[src/cbm_pkg.sv]
package cbm_pkg;

    // commands
    localparam logic [1:0] CMD_WRITE = 2'd0;
    localparam logic [1:0] CMD_READ  = 2'd1;
    localparam logic [1:0] CMD_SCAN  = 2'd2;

    // pattern table modes
    localparam logic [1:0] PAT_FULL  = 2'd0;
    localparam logic [1:0] PAT_LOWER = 2'd1;
    localparam logic [1:0] PAT_UPPER = 2'd2;

    // write decode
    localparam logic [15:0] ADDR_FORCE  = 16'h5100;
    localparam logic [7:0]  DATA_FORCE  = 8'h06;
    localparam logic [15:0] ADDR_STROBE = 16'h5101;
    localparam logic [15:0] WR_MASK     = 16'h7300;
    localparam logic [15:0] WR_BANK_LO  = 16'h5000;
    localparam logic [15:0] WR_BANK_HI  = 16'h5200;
    localparam logic [15:0] WR_SECURITY = 16'h5300;

    // read decode
    localparam logic [15:0] RD_MASK     = 16'h7700;
    localparam logic [15:0] RD_ID_0     = 16'h5000;
    localparam logic [15:0] RD_SECURITY = 16'h5100;
    localparam logic [15:0] RD_ID_2     = 16'h5200;
    localparam logic [15:0] RD_ID_3     = 16'h5300;
    localparam logic [15:0] RD_ID_4     = 16'h5400;
    localparam logic [15:0] RD_TOGGLED  = 16'h5500;
    localparam logic [15:0] RD_ID_6     = 16'h5600;
    localparam logic [15:0] RD_ID_7     = 16'h5700;
    localparam logic [7:0]  READ_ID     = 8'h04;

    localparam logic [8:0] LINE_UPPER = 9'd128;
    localparam logic [8:0] LINE_LOWER = 9'd240;

    localparam logic [7:0] BANK_RESET  = 8'h0F;
    localparam logic [7:0] FORCE_BANK  = 8'd3;
    localparam logic [7:0] LIMIT_RESET = 8'hFF;

    typedef struct packed {
        logic [1:0]  cmd;
        logic [15:0] address;
        logic [7:0]  data;
        logic [7:0]  open_bus;
        logic [8:0]  scanline;
        logic        rendering_on;
        logic        in_vblank;
    } t_item;

    typedef struct packed {
        logic  valid;
        t_item item;
    } t_stage;

    function automatic logic [7:0] limit_bank(input logic [7:0] bank,
                                              input logic [7:0] limit);
        limit_bank = (bank > limit) ? (bank & limit) : bank;
    endfunction

endpackage

[src/cbm_if.sv]
interface cbm_in_if;
    logic        valid;
    logic        ready;
    logic [1:0]  cmd;
    logic [15:0] address;
    logic [7:0]  data;
    logic [7:0]  open_bus;
    logic [8:0]  scanline;
    logic        rendering_on;
    logic        in_vblank;

    modport source (output valid, cmd, address, data, open_bus, scanline,
                    rendering_on, in_vblank, input ready);
    modport sink (input valid, cmd, address, data, open_bus, scanline,
                  rendering_on, in_vblank, output ready);
endinterface

interface cbm_out_if;
    logic       valid;
    logic       ready;
    logic [7:0] read_data;
    logic [7:0] prg_bank;
    logic [1:0] pattern_mode;

    modport source (output valid, read_data, prg_bank, pattern_mode, input ready);
    modport sink (input valid, read_data, prg_bank, pattern_mode, output ready);
endinterface

[src/cbm_in_stage.sv]
module cbm_in_stage (
    input  logic           i_clk,
    input  logic           i_rst_n,
    cbm_in_if.sink         i_in,
    input  logic           i_take,
    output cbm_pkg::t_stage o_stage
);
    import cbm_pkg::*;

    logic  r_valid;
    t_item r_item;
    logic  n_valid;
    logic  w_load;

    // refill whenever empty or the held item moves on this cycle
    assign i_in.ready = !r_valid || i_take;
    assign w_load     = i_in.valid && i_in.ready;

    always_comb begin
        n_valid = r_valid;
        if (w_load) begin
            n_valid = 1'b1;
        end else if (i_take) begin
            n_valid = 1'b0;
        end
    end

    always_ff @(posedge i_clk) begin
        if (!i_rst_n) begin
            r_valid <= 1'b0;
        end else begin
            r_valid <= n_valid;
        end
    end

    always_ff @(posedge i_clk) begin
        if (w_load) begin
            r_item.cmd          <= i_in.cmd;
            r_item.address      <= i_in.address;
            r_item.data         <= i_in.data;
            r_item.open_bus     <= i_in.open_bus;
            r_item.scanline     <= i_in.scanline;
            r_item.rendering_on <= i_in.rendering_on;
            r_item.in_vblank    <= i_in.in_vblank;
        end
    end

    assign o_stage.valid = r_valid;
    assign o_stage.item  = r_item;

endmodule

[src/cbm_core.sv]
module cbm_core (
    input  logic            i_clk,
    input  logic            i_rst_n,
    input  logic            i_cfg_we,
    input  logic [7:0]      i_cfg_wdata,
    input  cbm_pkg::t_stage i_stage,
    output logic            o_take,
    cbm_out_if.source       o_out
);
    import cbm_pkg::*;

    logic [7:0] r_limit_val;
    logic [7:0] r_bank_reg,  n_bank_reg;
    logic [7:0] r_mapped,    n_mapped;
    logic       r_split,     n_split;
    logic       r_strobe_nz, n_strobe_nz;
    logic [7:0] r_security,  n_security;
    logic       r_toggle,    n_toggle;
    logic [1:0] r_pattern,   n_pattern;
    logic       r_out_valid, n_out_valid;
    logic [7:0] r_rd_data,   n_rd_data;
    logic       w_fire;
    t_item      w_it;

    assign w_it   = i_stage.item;
    assign o_take = i_stage.valid && (!r_out_valid || o_out.ready);
    assign w_fire = o_take;

    always_comb begin
        n_bank_reg  = r_bank_reg;
        n_mapped    = r_mapped;
        n_split     = r_split;
        n_strobe_nz = r_strobe_nz;
        n_security  = r_security;
        n_toggle    = r_toggle;
        n_pattern   = r_pattern;
        n_rd_data   = w_it.open_bus;
        n_out_valid = r_out_valid && !o_out.ready;
        if (w_fire) begin
            n_out_valid = 1'b1;
            case (w_it.cmd)
                CMD_WRITE: begin
                    if (w_it.address == ADDR_FORCE && w_it.data == DATA_FORCE) begin
                        // forced bank skips the limit
                        n_mapped = FORCE_BANK;
                    end else if (w_it.address == ADDR_STROBE) begin
                        if (r_strobe_nz && w_it.data == 8'd0) begin
                            n_toggle = ~r_toggle;
                        end
                        n_strobe_nz = |w_it.data;
                    end else begin
                        case (w_it.address & WR_MASK)
                            WR_BANK_LO: begin
                                n_split = w_it.data[7];
                                if (!w_it.data[7] && w_it.scanline < LINE_UPPER) begin
                                    n_pattern = PAT_FULL;
                                end
                                n_bank_reg = {r_bank_reg[7:4], w_it.data[3:0]};
                                n_mapped   = limit_bank(n_bank_reg, r_limit_val);
                            end
                            WR_BANK_HI: begin
                                n_bank_reg = {w_it.data[3:0], r_bank_reg[3:0]};
                                n_mapped   = limit_bank(n_bank_reg, r_limit_val);
                            end
                            WR_SECURITY: begin
                                n_security = w_it.data;
                            end
                            default: begin
                            end
                        endcase
                    end
                end
                CMD_READ: begin
                    case (w_it.address & RD_MASK)
                        RD_ID_0, RD_ID_2, RD_ID_3, RD_ID_4, RD_ID_6, RD_ID_7: begin
                            n_rd_data = READ_ID;
                        end
                        RD_SECURITY: begin
                            n_rd_data = r_security;
                        end
                        RD_TOGGLED: begin
                            n_rd_data = r_toggle ? r_security : 8'd0;
                        end
                        default: begin
                            n_rd_data = w_it.open_bus;
                        end
                    endcase
                end
                CMD_SCAN: begin
                    if (r_split && w_it.rendering_on && !w_it.in_vblank) begin
                        if (w_it.scanline == LINE_LOWER) begin
                            n_pattern = PAT_LOWER;
                        end else if (w_it.scanline == LINE_UPPER) begin
                            n_pattern = PAT_UPPER;
                        end
                    end
                end
                default: begin
                end
            endcase
        end
    end

    always_ff @(posedge i_clk) begin
        if (!i_rst_n) begin
            r_limit_val <= LIMIT_RESET;
            r_bank_reg  <= BANK_RESET;
            r_mapped    <= limit_bank(BANK_RESET, LIMIT_RESET);
            r_split     <= 1'b0;
            r_strobe_nz <= 1'b1;
            r_security  <= 8'd0;
            r_toggle    <= 1'b0;
            r_pattern   <= PAT_FULL;
            r_out_valid <= 1'b0;
        end else begin
            if (i_cfg_we) begin
                r_limit_val <= i_cfg_wdata;
            end
            r_bank_reg  <= n_bank_reg;
            r_mapped    <= n_mapped;
            r_split     <= n_split;
            r_strobe_nz <= n_strobe_nz;
            r_security  <= n_security;
            r_toggle    <= n_toggle;
            r_pattern   <= n_pattern;
            r_out_valid <= n_out_valid;
        end
    end

    always_ff @(posedge i_clk) begin
        if (w_fire) begin
            r_rd_data <= n_rd_data;
        end
    end

    // bank and pattern mode are the state left by the item on display
    assign o_out.valid        = r_out_valid;
    assign o_out.read_data    = r_rd_data;
    assign o_out.prg_bank     = r_mapped;
    assign o_out.pattern_mode = r_pattern;

endmodule

[src/cartridge_bank_mapper_with_security.sv]
// Cartridge bank controller with 32K program banking, a security latch and
// split pattern-table control. Each item is a CPU write, a CPU read or a
// scanline event; each gives one result with the read byte, the program bank
// mapped at 0x8000 and the pattern-table mode after that item. One item is
// accepted every cycle while results are taken; the input register takes the
// item at acceptance and the single decode and state-update stage loads the
// result register when it is empty or being read. A stalled result holds the
// input side once the input register is also full. The user writes the bank
// limit register via i_cfg_we/i_cfg_wdata while no item is in flight (not
// enforced by the block); it takes effect at the next bank register write.
module cartridge_bank_mapper_with_security (
    input  logic       i_clk,
    input  logic       i_rst_n,
    input  logic       i_cfg_we,
    input  logic [7:0] i_cfg_wdata,
    cbm_in_if.sink     i_in,
    cbm_out_if.source  o_out
);
    import cbm_pkg::*;

    t_stage w_stage;
    logic   w_take;

    cbm_in_stage u_in_stage (
        .i_clk   (i_clk),
        .i_rst_n (i_rst_n),
        .i_in    (i_in),
        .i_take  (w_take),
        .o_stage (w_stage)
    );

    cbm_core u_core (
        .i_clk       (i_clk),
        .i_rst_n     (i_rst_n),
        .i_cfg_we    (i_cfg_we),
        .i_cfg_wdata (i_cfg_wdata),
        .i_stage     (w_stage),
        .o_take      (w_take),
        .o_out       (o_out)
    );

endmodule

[src/flat_wrapper.sv]
// flat-port wrapper written by rule: the top's interface ports become plain ports
module cartridge_bank_mapper_with_security_flat import cbm_pkg::*;
  (i_clk, i_rst_n, i_cfg_we, i_cfg_wdata, i_in_valid, i_in_cmd, i_in_address, i_in_data, i_in_open_bus, i_in_scanline, i_in_rendering_on, i_in_in_vblank, i_in_ready, o_out_valid, o_out_read_data, o_out_prg_bank, o_out_pattern_mode, o_out_ready);
  cbm_in_if i_in_i ();
  cbm_out_if o_out_i ();
  input  logic i_clk;
  input  logic i_rst_n;
  input  logic i_cfg_we;
  input  logic [7:0] i_cfg_wdata;
  input wire logic [$bits(i_in_i.valid)-1:0] i_in_valid;
  input wire logic [$bits(i_in_i.cmd)-1:0] i_in_cmd;
  input wire logic [$bits(i_in_i.address)-1:0] i_in_address;
  input wire logic [$bits(i_in_i.data)-1:0] i_in_data;
  input wire logic [$bits(i_in_i.open_bus)-1:0] i_in_open_bus;
  input wire logic [$bits(i_in_i.scanline)-1:0] i_in_scanline;
  input wire logic [$bits(i_in_i.rendering_on)-1:0] i_in_rendering_on;
  input wire logic [$bits(i_in_i.in_vblank)-1:0] i_in_in_vblank;
  output wire logic [$bits(i_in_i.ready)-1:0] i_in_ready;
  output wire logic [$bits(o_out_i.valid)-1:0] o_out_valid;
  output wire logic [$bits(o_out_i.read_data)-1:0] o_out_read_data;
  output wire logic [$bits(o_out_i.prg_bank)-1:0] o_out_prg_bank;
  output wire logic [$bits(o_out_i.pattern_mode)-1:0] o_out_pattern_mode;
  input wire logic [$bits(o_out_i.ready)-1:0] o_out_ready;
  assign i_in_i.valid = i_in_valid;
  assign i_in_i.cmd = i_in_cmd;
  assign i_in_i.address = i_in_address;
  assign i_in_i.data = i_in_data;
  assign i_in_i.open_bus = i_in_open_bus;
  assign i_in_i.scanline = i_in_scanline;
  assign i_in_i.rendering_on = i_in_rendering_on;
  assign i_in_i.in_vblank = i_in_in_vblank;
  assign i_in_ready = i_in_i.ready;
  assign o_out_valid = o_out_i.valid;
  assign o_out_read_data = o_out_i.read_data;
  assign o_out_prg_bank = o_out_i.prg_bank;
  assign o_out_pattern_mode = o_out_i.pattern_mode;
  assign o_out_i.ready = o_out_ready;
  cartridge_bank_mapper_with_security u_core (.i_clk(i_clk), .i_rst_n(i_rst_n), .i_cfg_we(i_cfg_we), .i_cfg_wdata(i_cfg_wdata), .i_in(i_in_i), .o_out(o_out_i));
endmodule
[config.mk]
export PLATFORM = sky130hd
export DESIGN_NAME = cartridge_bank_mapper_with_security_flat
export DESIGN_NICKNAME = d
export VERILOG_FILES = /design/src/cbm_pkg.sv /design/src/cbm_if.sv /design/src/cbm_in_stage.sv /design/src/cbm_core.sv /design/src/cartridge_bank_mapper_with_security.sv /design/src/flat_wrapper.sv
export SDC_FILE = /design/constraint.sdc
export NUM_CORES = 1
export LEC_CHECK = 0
export ABC_AREA = 1
export CAP_MARGIN = 25
export CORE_UTILIZATION = 65
export CTS_CLUSTER_SIZE = 25
export DETAILED_ROUTE_END_ITERATION = 10
export DONT_BUFFER_PORTS = 1
export GPL_TIMING_DRIVEN = 1
export PLACE_DENSITY = 0.92
export SLEW_MARGIN = 20
export SYNTH_ARGS = -nofsm -noshare
export SYNTH_HDL_FRONTEND = slang
export SYNTH_HIERARCHICAL = 1
export SYNTH_SLANG_ARGS = --single-unit
[constraint.sdc]
create_clock -name i_clk -period 12.2 [get_ports i_clk]
set_input_delay 2.44 -clock i_clk [delete_from_list [all_inputs] [get_ports i_clk]]
set_output_delay 2.44 -clock i_clk [all_outputs]
set_load 0.005 [all_outputs]
# After elaboration in Yosys (flattened, before gate mapping)
# Cells that the tools add are included.
dict set report classes {
  n_lt_le_gt_ge 3
  eq_ne 25
  n_mux 20
  bitwise_logic 7
  reduce_logical 30
}
# cell count
set ops {}
lappend ops {{== test 6 bit, second input constant} 8}
lappend ops {{2-to-1 mux 8 bit} 6}
lappend ops {{== test 16 x 15 -> 1 bit, second input constant} 2}
lappend ops {{case mux 8 bit (2 select lines)} 2}
lappend ops {{case mux 8 bit (3 select lines)} 1}
lappend ops {{== test 9 x 8 -> 1 bit, second input constant} 2}
lappend ops {{AND 8 bit} 2}
lappend ops {{> comparator 8 bit} 2}
lappend ops {{== test 5 bit, second input constant} 3}
lappend ops {{AND reduction 5 bit} 3}
lappend ops {{2-to-1 mux 2 bit} 7}
lappend ops {{!= test 2 bit, second input constant} 6}
lappend ops {{AND reduction 6 bit} 2}
lappend ops {{< comparator 9 x 8 -> 1 bit, second input constant} 1}
lappend ops {{== test 8 x 3 -> 1 bit, second input constant} 1}
lappend ops {{logical AND 1 bit} 8}
lappend ops {{zero test 8 bit} 1}
lappend ops {{AND reduction 4 bit} 2}
lappend ops {{AND reduction 8 bit} 1}
lappend ops {{OR reduction 8 bit} 1}
lappend ops {{OR reduction 6 bit} 1}
lappend ops {{zero test 1 bit} 5}
lappend ops {{NOT 1 bit} 5}
lappend ops {{case mux 2 bit (2 select lines)} 1}
lappend ops {{other kinds (8)} 12}
dict set report word_totals {
  regBits 92
  in_bits 58
  output_inout_bits 20
  word_cells 104
}

# Depth between registers and ports, before layout
# Gate-level depths: netlist (run 1).
dict set report logic_depth {
  depth_word 7
  mapped_depth 16
  ltp_nobuf 16
}

# Hierarchy
# The synthesis (run 1) kept the hierarchy.
# module n_inst cells_each area_each_um2 seq_area_each_um2
set modules_own_cells {}
lappend modules_own_cells {cbm_core 1 422 2952.8 1001.0}
lappend modules_own_cells {cbm_in_stage 1 53 1410.1 1371.3}

# Worst setup path after synthesis (run 1)
# Ideal clock, no wire load.
dict set report synth_path {
  path_type {input -> register}
  from {input port o_out_ready}
  to {register u_core.u_in_stage.r_item (netlist bit u_core/u_in_stage/o_stage[0]), enable pin}
  setup_time_ns 0.462
  arrival_time_ns 5.094
  required_ns 11.738
  setup_slack_ns 6.644
  stages 6
  n_path_buf 0
  path_cell_list {inv_1 -> nand2_1 -> nand2_1 -> inv_1 -> inv_2 -> a21oi_1}
}
dict set report synth_via {
  elab_chain_len 4
}
# item line_no
set synth_rtl {}
lappend synth_rtl {{start, declared} flat_wrapper.sv:23} ;# input wire logic [$bits(o_out_i.ready)-1:0] o_out_ready;
lappend synth_rtl {{logical OR 1 bit} cbm_core.sv:26} ;# assign o_take = i_stage.valid && (!r_out_valid || o_out.ready);
lappend synth_rtl {{logical AND 1 bit} cbm_core.sv:26}
lappend synth_rtl {{via u_core.w_take} cartridge_bank_mapper_with_security.sv:22} ;# logic w_take;
lappend synth_rtl {{logical OR 1 bit} cbm_in_stage.sv:16} ;# assign i_in.ready = !r_valid || i_take;
lappend synth_rtl {{logical AND 1 bit} cbm_in_stage.sv:17} ;# assign w_load = i_in.valid && i_in.ready;
lappend synth_rtl {{end, declared} cbm_in_stage.sv:11} ;# t_item r_item;
# The timed path passes the listed nets, and every way through them passes these cells.
# A chain may end at the register's enable or synchronous reset.

# Worst setup path after layout (run 1)
dict set report layout_path {
  from {input port o_out_ready}
  to {output port i_in_ready}
}
dict set report layout_via {
  elab_chain_len 3
}
# item line_no
set layout_rtl {}
lappend layout_rtl {{logical OR 1 bit} cbm_core.sv:26}
lappend layout_rtl {{logical AND 1 bit} cbm_core.sv:26}
lappend layout_rtl {{via u_core.w_take} cartridge_bank_mapper_with_security.sv:22}
lappend layout_rtl {{logical OR 1 bit} cbm_in_stage.sv:16}
lappend layout_rtl {{end, declared} flat_wrapper.sv:18} ;# output wire logic [$bits(i_in_i.ready)-1:0] i_in_ready;
# The timed path passes the listed nets, and every way through them passes these cells.

==> results of run 1 <==
kinds of logic (layout without fill, tap and decap cells):
family	after synthesis	after routing	share of synthesized area, %
AND/OR/NAND/NOR	191	191	19.7
AO/OA/AOI/OAI	81	81	9.64
buffers and inverters	79	88	7.11
adder cells (fa/ha/maj)	32	32	9.18
flip-flops	92	92	54.4
critical path, delay by kind of cell:
family	cells	cell delay, ns
simple gates	3	0.23
buf+inv	3	0.48
synthesized netlist by cell type, drive strengths merged:
cell type,count
o21ai,38
a21o,2
clkbuf,4
o21bai,1
inv,70
a21oi,39
edfxtp,53
nand3,53
dfxtp,39
nand2,84
nand4,6
buf,4
nor2,32
nor3,3
or2,1
nor3b,1
nand3b,2
o41ai,1
ha,32
clkinv,1
nor4,9
metrics by stage:
| step | total power [W] | util (%) |
|---|---|---|
| detailed placement | 0.000404 | 69.0 |
| CTS | 0.000597 | 72.0 |
| global route | 0.000620 | 72.1 |
| global placement | 0.000400 | 69.0 |
| floorplan | 0.000392 | - |
| finish | 0.000597 | 72.1 |
report_power, final:
part           switching [W]  internal [W]  total (W)
Combinational      0.0000302     0.0000136  0.0000439
Clock               0.000115     0.0000828   0.000198
Sequential         0.0000110      0.000344   0.000355
Total               0.000156      0.000441   0.000597
layer usage:
| layer | part of all wire, % | vias up | GRT usage, % |
|---|---|---|---|
| met2 | 48 | 191 | 45.8 |
| met5 | 0 | - | 0 |
| met3 | 8.4 | 38 | 8.11 |
| li1 | - | 1614 | - |
| met1 | 40 | 1517 | 32.4 |
| met4 | 3.4 | 0 | 16.5 |
final timing paths:
check | startpoint | to | slack [ns] | cells past startpoint
max | o_out_ready | i_in_ready | 6.61 | 6
min | u_core/u_core/r_security[1]$_SDFFE_PN0P_ | u_core/u_core/r_security[1]$_SDFFE_PN0P_ | 0.45 | 2
max reg2reg | u_core/u_in_stage/r_valid$_SDFFE_PN0P_ | u_core/u_core/r_bank_reg[5]$_SDFFE_PN0P_ | 9.61 | 9
min reg2reg | u_core/u_core/r_security[1]$_SDFFE_PN0P_ | u_core/u_core/r_security[1]$_SDFFE_PN0P_ | 0.45 | 2
area by class of cell:
class                           count  area share, %
Tap cell                           77           2.08
Inverter                           71           5.76
Timing Repair Buffer                1          0.162
Multi-Input combinational cell    304           36.7
Clock buffer                       10           2.97
Sequential cell                    92           51.2
Clock inverter                      6           1.13
==> summary.md, run 1 <==
| Metric | Value |
|---|---|
| Status | complete, but fails checks |
| Failing checks | DRC |
| Yosys warning count | 6 |
| CP peak stage delay | about 0.34 ns |
| GP Congestion | 0.890 |
| Initial antenna violation count | 0 |
| Commonest cells after routing, fill and taps aside | nand2_1, inv_1, nand3_1, edfxtp_1, dfxtp_1 |
| Starting DRT DRC Count | 350 |
| DRC viols | 4 |
| Crit-path cells | inv_1, nand2_1, nand2_1, inv_1, inv_2, nand2_2 |
| Cell count after synthesis | 475 |
| Unique masters post-synth | 29 |
| Final hold slack | 0.452 ns |
| Hold crit path type | flip-flop to flip-flop |
| Register area | 2370 um2 |
| Crit path kind | input pin to output port |
| Post-Route Setup TNS | 0 ns |
| Vias in the first global route | about 3.2k |
| Max-cap viol count | 0 |
| Width of the die | 83.9 um |
| Clock-pin slew on the worst setup and hold paths | 0.09 ns |
| Mapped Area | 4360 um2 |
| Fillers | about 400 |
| Final Cell Area | ~4600 um2 |
| Top cells by area, synth | edfxtp_1, dfxtp_1, ha_1 |
| Setup violators final | 0 |
| Setup ws final | roughly 6.6 ns |
| Max_slew headroom | between 50% and 60% |
| Placed Cells | around 550 |
| Wire per inst | around 17 um |
| Cell taking the most area after synthesis | edfxtp_1 |
| Layout area overhead | 6.14% |
| Unrepaired setup endpoints after global routing | false |
| Later-pin clock latency in the skew report | around 0.37 ns |
| First-pass GRT wire length | ~15000 um |
| Tot GR Track Use | 27.9% |
| Largest net degree at the start of global routing | between 40 and 50 |
| Final hold viol count | 0 |
| Hold buffer count at cts | 0 |
| DRT Pass-1 Iters | 8 |
| Register area share after synthesis | a little over half |
| Clock Path Buffers | 2 |
| DR vias | approximately 3.4k |
| Layout Nets | roughly 570 |
| Avg Inst Size Synth | about 9 um2 |
| Leakage | between 1.5 and 2 nW |
| Vias per std cell | between 5 and 6 |
| Final setup skew | between 0.015 and 0.02 ns |
| P per Cell Area | 129 nW/um2 |
| Pre-CTS WS | roughly 6.6 ns |
| PortBufs | 0 |
| Finished Layout Cells | 561 |
| # rows | 29 |
| Cts bufs inserted | 9 |
| Startpoint types | input pin |
| Setup Buffers After CTS | 0 |
| Max FO, Critical Path | 10 |
| CTS tree | done |
| Post_cts resized | 0 |
| Yosys reg bits | 92 |
| I/O pins | 78 |
| Period Utilization, post-route | a little under half |
| Minimum clock period | about 5.6 ns |
| WL final | approximately 9300 um |
| CP max-delay cell | inv_1 |
| FMAX | between 150 and 200 MHz |
| Crit. End Element | output port |
| Layout cells sized above 1 | between 5 and 6% |
| Initial Utilization | between 60% and 70% |
| Syn_nets | about 570 |
| Post-DP HPWL | roughly 6400 um |
| Worst EP required | 9.76 ns |
| Core area | roughly 6400 um2 |
| Clk sinks | 92 |
| Worst vdd ir | between 100 and 150 uV |
| Post-Place Cell Area | 4430 um2 |
| Routed Antenna Nets | 0 |
| Post-synth top area share | roughly 36% |
| Max reg flops | 45 |
| Die Y | 83.9 um |
| Slew Viols, Final | 0 |
| CP Data Arrival Time | between 3 and 4 ns |
| Multi-input gate area | 1700 um2 |
| Tightest Pin Transition | around 0.74 ns |
| Root Buffer | clkbuf_8 |
| Max H-tree Level | 3 |
| Die ar. | approximately 7000 um2 |
| Antenna diodes | 0 |
| GRT overflow | 0 |
| Commonest non-fill, non-tap cell in the layout | nand2_1 |
Note: power is estimated with default switching activity, not from simulation.
==> run 2, diff against run 1 <==
--- a/config.mk
+++ b/config.mk
@@ -7,12 +7,12 @@
 export LEC_CHECK = 0
 export ABC_AREA = 1
 export CAP_MARGIN = 25
-export CORE_UTILIZATION = 65
+export CORE_UTILIZATION = 63
 export CTS_CLUSTER_SIZE = 25
 export DETAILED_ROUTE_END_ITERATION = 10
 export DONT_BUFFER_PORTS = 1
 export GPL_TIMING_DRIVEN = 1
-export PLACE_DENSITY = 0.92
+export PLACE_DENSITY = 0.9
 export SLEW_MARGIN = 20
 export SYNTH_ARGS = -nofsm -noshare
 export SYNTH_HDL_FRONTEND = slang
==> constraint.sdc (replaced) <==
create_clock -name i_clk -period 5.7 [get_ports i_clk]
set_input_delay 1.14 -clock i_clk [delete_from_list [all_inputs] [get_ports i_clk]]
set_output_delay 1.14 -clock i_clk [all_outputs]
set_load 0.005 [all_outputs]
==> run 2 against run 1 <==
  * The run now ends clean
  * Core utilization fell by 0.80 points
  * Count of clock-buffer cells in the layout shrank 1
  * Critical path type unchanged
  * Total power grew 120%
  * Worst hold slack gained 0.0033 ns
  * Die area rose by 3.1%
  * Sequential power grew 110%
  * Wire length shrank 2.9%
  * Highest routed layer unchanged
  * Flip-flop and latch count is the same
  * Largest cell class unchanged
  * Global-route usage down 1.7 points
  * Cell count unchanged
==> summary.md, run 2 (same netlist as run 1, synthesis figures left out) <==
| Metric | Value |
|---|---|
| Net Sw Frac | 25.5% (was 26.1%) |
| Cell internal pwr | 0.000979 W (was 0.000441 W) |
| Clk sinks | 92 (unchanged) |
| Layout area overhead | 6.74% (was 6.14%) |
| Fin util | 71.3% (was 72.1%) |
| Hold crit path type | flip-flop to flip-flop (unchanged) |
| CP peak stage delay | 0.32 ns (was 0.34 ns) |
| Commonest non-fill, non-tap cell in the layout | nand2_1 (unchanged) |
| Initial Utilization | 66.8% (was 67.9%) |
| CP max-delay cell | inv_1 (unchanged) |
| Vias in the first global route | 3141 (was 3246) |
| Vias per std cell | 5.86 (was 5.99) |
| Post_cts resized | 0 (unchanged) |
| Clock Path Buffers | 2 (unchanged) |
| Core area | 6530 um2 (was 6420 um2) |
| Max reg flops | 45 (unchanged) |
| Comb pwr share | 7.0% (was 7.3%) |
| Tightest Pin Transition | 0.760 ns (was 0.743 ns) |
| Post-DP HPWL | 6610 um (was 6450 um) |
| Setup violators final | 0 (unchanged) |
| FF-to-FF Start | u_core/u_in_stage/o_stage[22]$_DFFE_PP_ (was u_core/u_in_stage/r_valid$_SDFFE_PN0P_) |
| Starting DRT DRC Count | 305 (was 350) |
| Crit. End Element | output port (unchanged) |
| Final setup skew | 0.0124 ns (was 0.0155 ns) |
| Commonest cells after routing, fill and taps aside | nand2_1, inv_1, nand3_1, edfxtp_1, dfxtp_1 (unchanged) |
| Max-cap viol count | 0 (unchanged) |
| GP Congestion | 0.904 (was 0.890) |
| Slew Viols, Final | 0 (unchanged) |
| Crit-path cells | inv_1, nand2_1, nand2_1, inv_1, inv_2, nand2_2 (unchanged) |
| Flop2flop setup slack | 3.22 ns (was 9.61 ns) |
| Setup crit start | o_out_ready (unchanged) |
| CP Data Arrival Time | 1.82 ns (was 3.15 ns) |
| Period Utilization, post-route | 52.0% |
| WL final | 9020 um (was 9280 um) |
| Die Y | 85.2 um (was 83.9 um) |
| FMAX | 338 MHz |
| Leakage | 2.00 nW (was 1.99 nW) |
| DRT Pass-1 Iters | 5 (was 8) |
| Seq pwr share | 57.8% (was 59.5%) |
| Width of the die | 85.2 um (was 83.9 um) |
| Net switching power | 0.000336 W (was 0.000156 W) |
| Cts bufs inserted | 9 (unchanged) |
| DR vias | 3285 (was 3360) |
| Status | completed (was complete, but fails checks) |
| CTS tree | done (unchanged) |
| Unrepaired setup endpoints after global routing | false (unchanged) |
| Crit path kind | input pin to output port (unchanged) |
| Clock-pin slew on the worst setup and hold paths | 0.10 ns (was 0.09 ns) |
| Wire per inst | 16.1 um (was 16.5 um) |
| Minimum clock period | a little under 3 ns |
| P per Cell Area | 282 nW/um2 (was 129 nW/um2) |
| Hold buffer count at cts | 0 (unchanged) |
| I/O pins | 78 (unchanged) |
| Routed Antenna Nets | 0 (unchanged) |
| Layout Nets | 569 (unchanged) |
| Tot GR Track Use | 26.2% (was 27.9%) |
| Max H-tree Level | 3 (unchanged) |
| # rows | 29 (unchanged) |
| First-pass GRT wire length | 14400 um (was 15000 um) |
| Largest net degree at the start of global routing | 33 (was 46) |
| Setup Buffers After CTS | 0 (unchanged) |
| Max FO, Critical Path | 10 (unchanged) |
| Clock share of power | 35.2% (was 33.1%) |
| Initial antenna violation count | 0 (unchanged) |
| Worst EP required | 4.56 ns (was 9.76 ns) |
| Startpoint types | input pin (unchanged) |
| PortBufs | 0 (unchanged) |
| Worst hold start | u_core/u_core/r_security[6]$_SDFFE_PN0P_ (was u_core/u_core/r_security[1]$_SDFFE_PN0P_) |
| Max_slew headroom | 48.9% (was 50.1%) |
| GRT overflow | 0 (unchanged) |
| Die ar. | 7260 um2 (was 7040 um2) |
| Final hold viol count | 0 (unchanged) |
| Post-Route Setup TNS | 0 ns (unchanged) |
| Worst vdd ir | 278 uV (was 105 uV) |
| Layout cells sized above 1 | 5.79% (unchanged) |
| Antenna diodes | 0 (unchanged) |
| Root Buffer | clkbuf_8 (unchanged) |
| DRC viols | 0 (was 4) |
| Later-pin clock latency in the skew report | 0.36 ns (was 0.37 ns) |
==> run 2: cell count changes in the layout (fill, tap and decap cells not counted), sizes merged <==
cell | before | now
bufinv | 0 | 1
clkbuf | 10 | 9
==> run 2: worst max-delay path, delay by kind of cell <==
| family | cells | cell delay, ns |
|---|---|---|
| simple gates | 3 | 0.24 |
| buf+inv | 3 | 0.45 |
==> run 2: metal layers <==
layer / global-route usage (%) / vias to the layer above / wire, um
li1: - / 1609 / -
met1: 31.7 / 1495 / 3680
met3: 6.52 / 26 / 799
met5: 0 / - / 0
met2: 43.5 / 155 / 4380
met4: 13.7 / 0 / 159
==> run 2: metrics by stage <==
stage	std cells	hold slack [ns]	total power (W)	setup slack, ns	instance area (um2)
2_1_floorplan	475	0.424	0.000840	1.44	4360
3_3_place_gp	545	0.432	0.000858	2.74	4430
3_5_place_dp	545	0.439	0.000865	2.57	4430
4_1_cts	561	0.455	0.00132	2.74	4650
5_1_grt	561	0.488	0.00137	2.67	4660
6_report	561	0.455	0.00132	2.74	4660
==> run 2: cell type report <==
| cell class | count | area, um2 |
|---|---|---|
| flip-flops and latches | 92 | 2370 |
| well taps | 77 | 96.3 |
| fillers | 455 | 1870 |
| clock inverters | 7 | 92.6 |
| repair buffers | 1 | 7.51 |
| multi-input cells | 304 | 1700 |
| clock buffers | 9 | 124 |
| inverters | 71 | 267 |
==> run 2: power groups by stage <==
stage          sequential (W)  clock, W  combinational, W
2_1_floorplan        0.000767         0         0.0000722
3_3_place_gp         0.000774         0         0.0000840
3_5_place_dp         0.000774         0         0.0000907
4_1_cts              0.000759  0.000471         0.0000915
5_1_grt              0.000763  0.000498          0.000106
6_report             0.000760  0.000463         0.0000927
==> run 2: path summary, 6_finish.rpt <==
path / endpoint / cells past startpoint
max: i_in_ready / 6
min reg2reg: u_core/u_core/r_security[6]$_SDFFE_PN0P_ / 2
min: u_core/u_core/r_security[6]$_SDFFE_PN0P_ / 2
max reg2reg: u_core/u_core/o_out.prg_bank[2]$_SDFFE_PN1P_ / 10
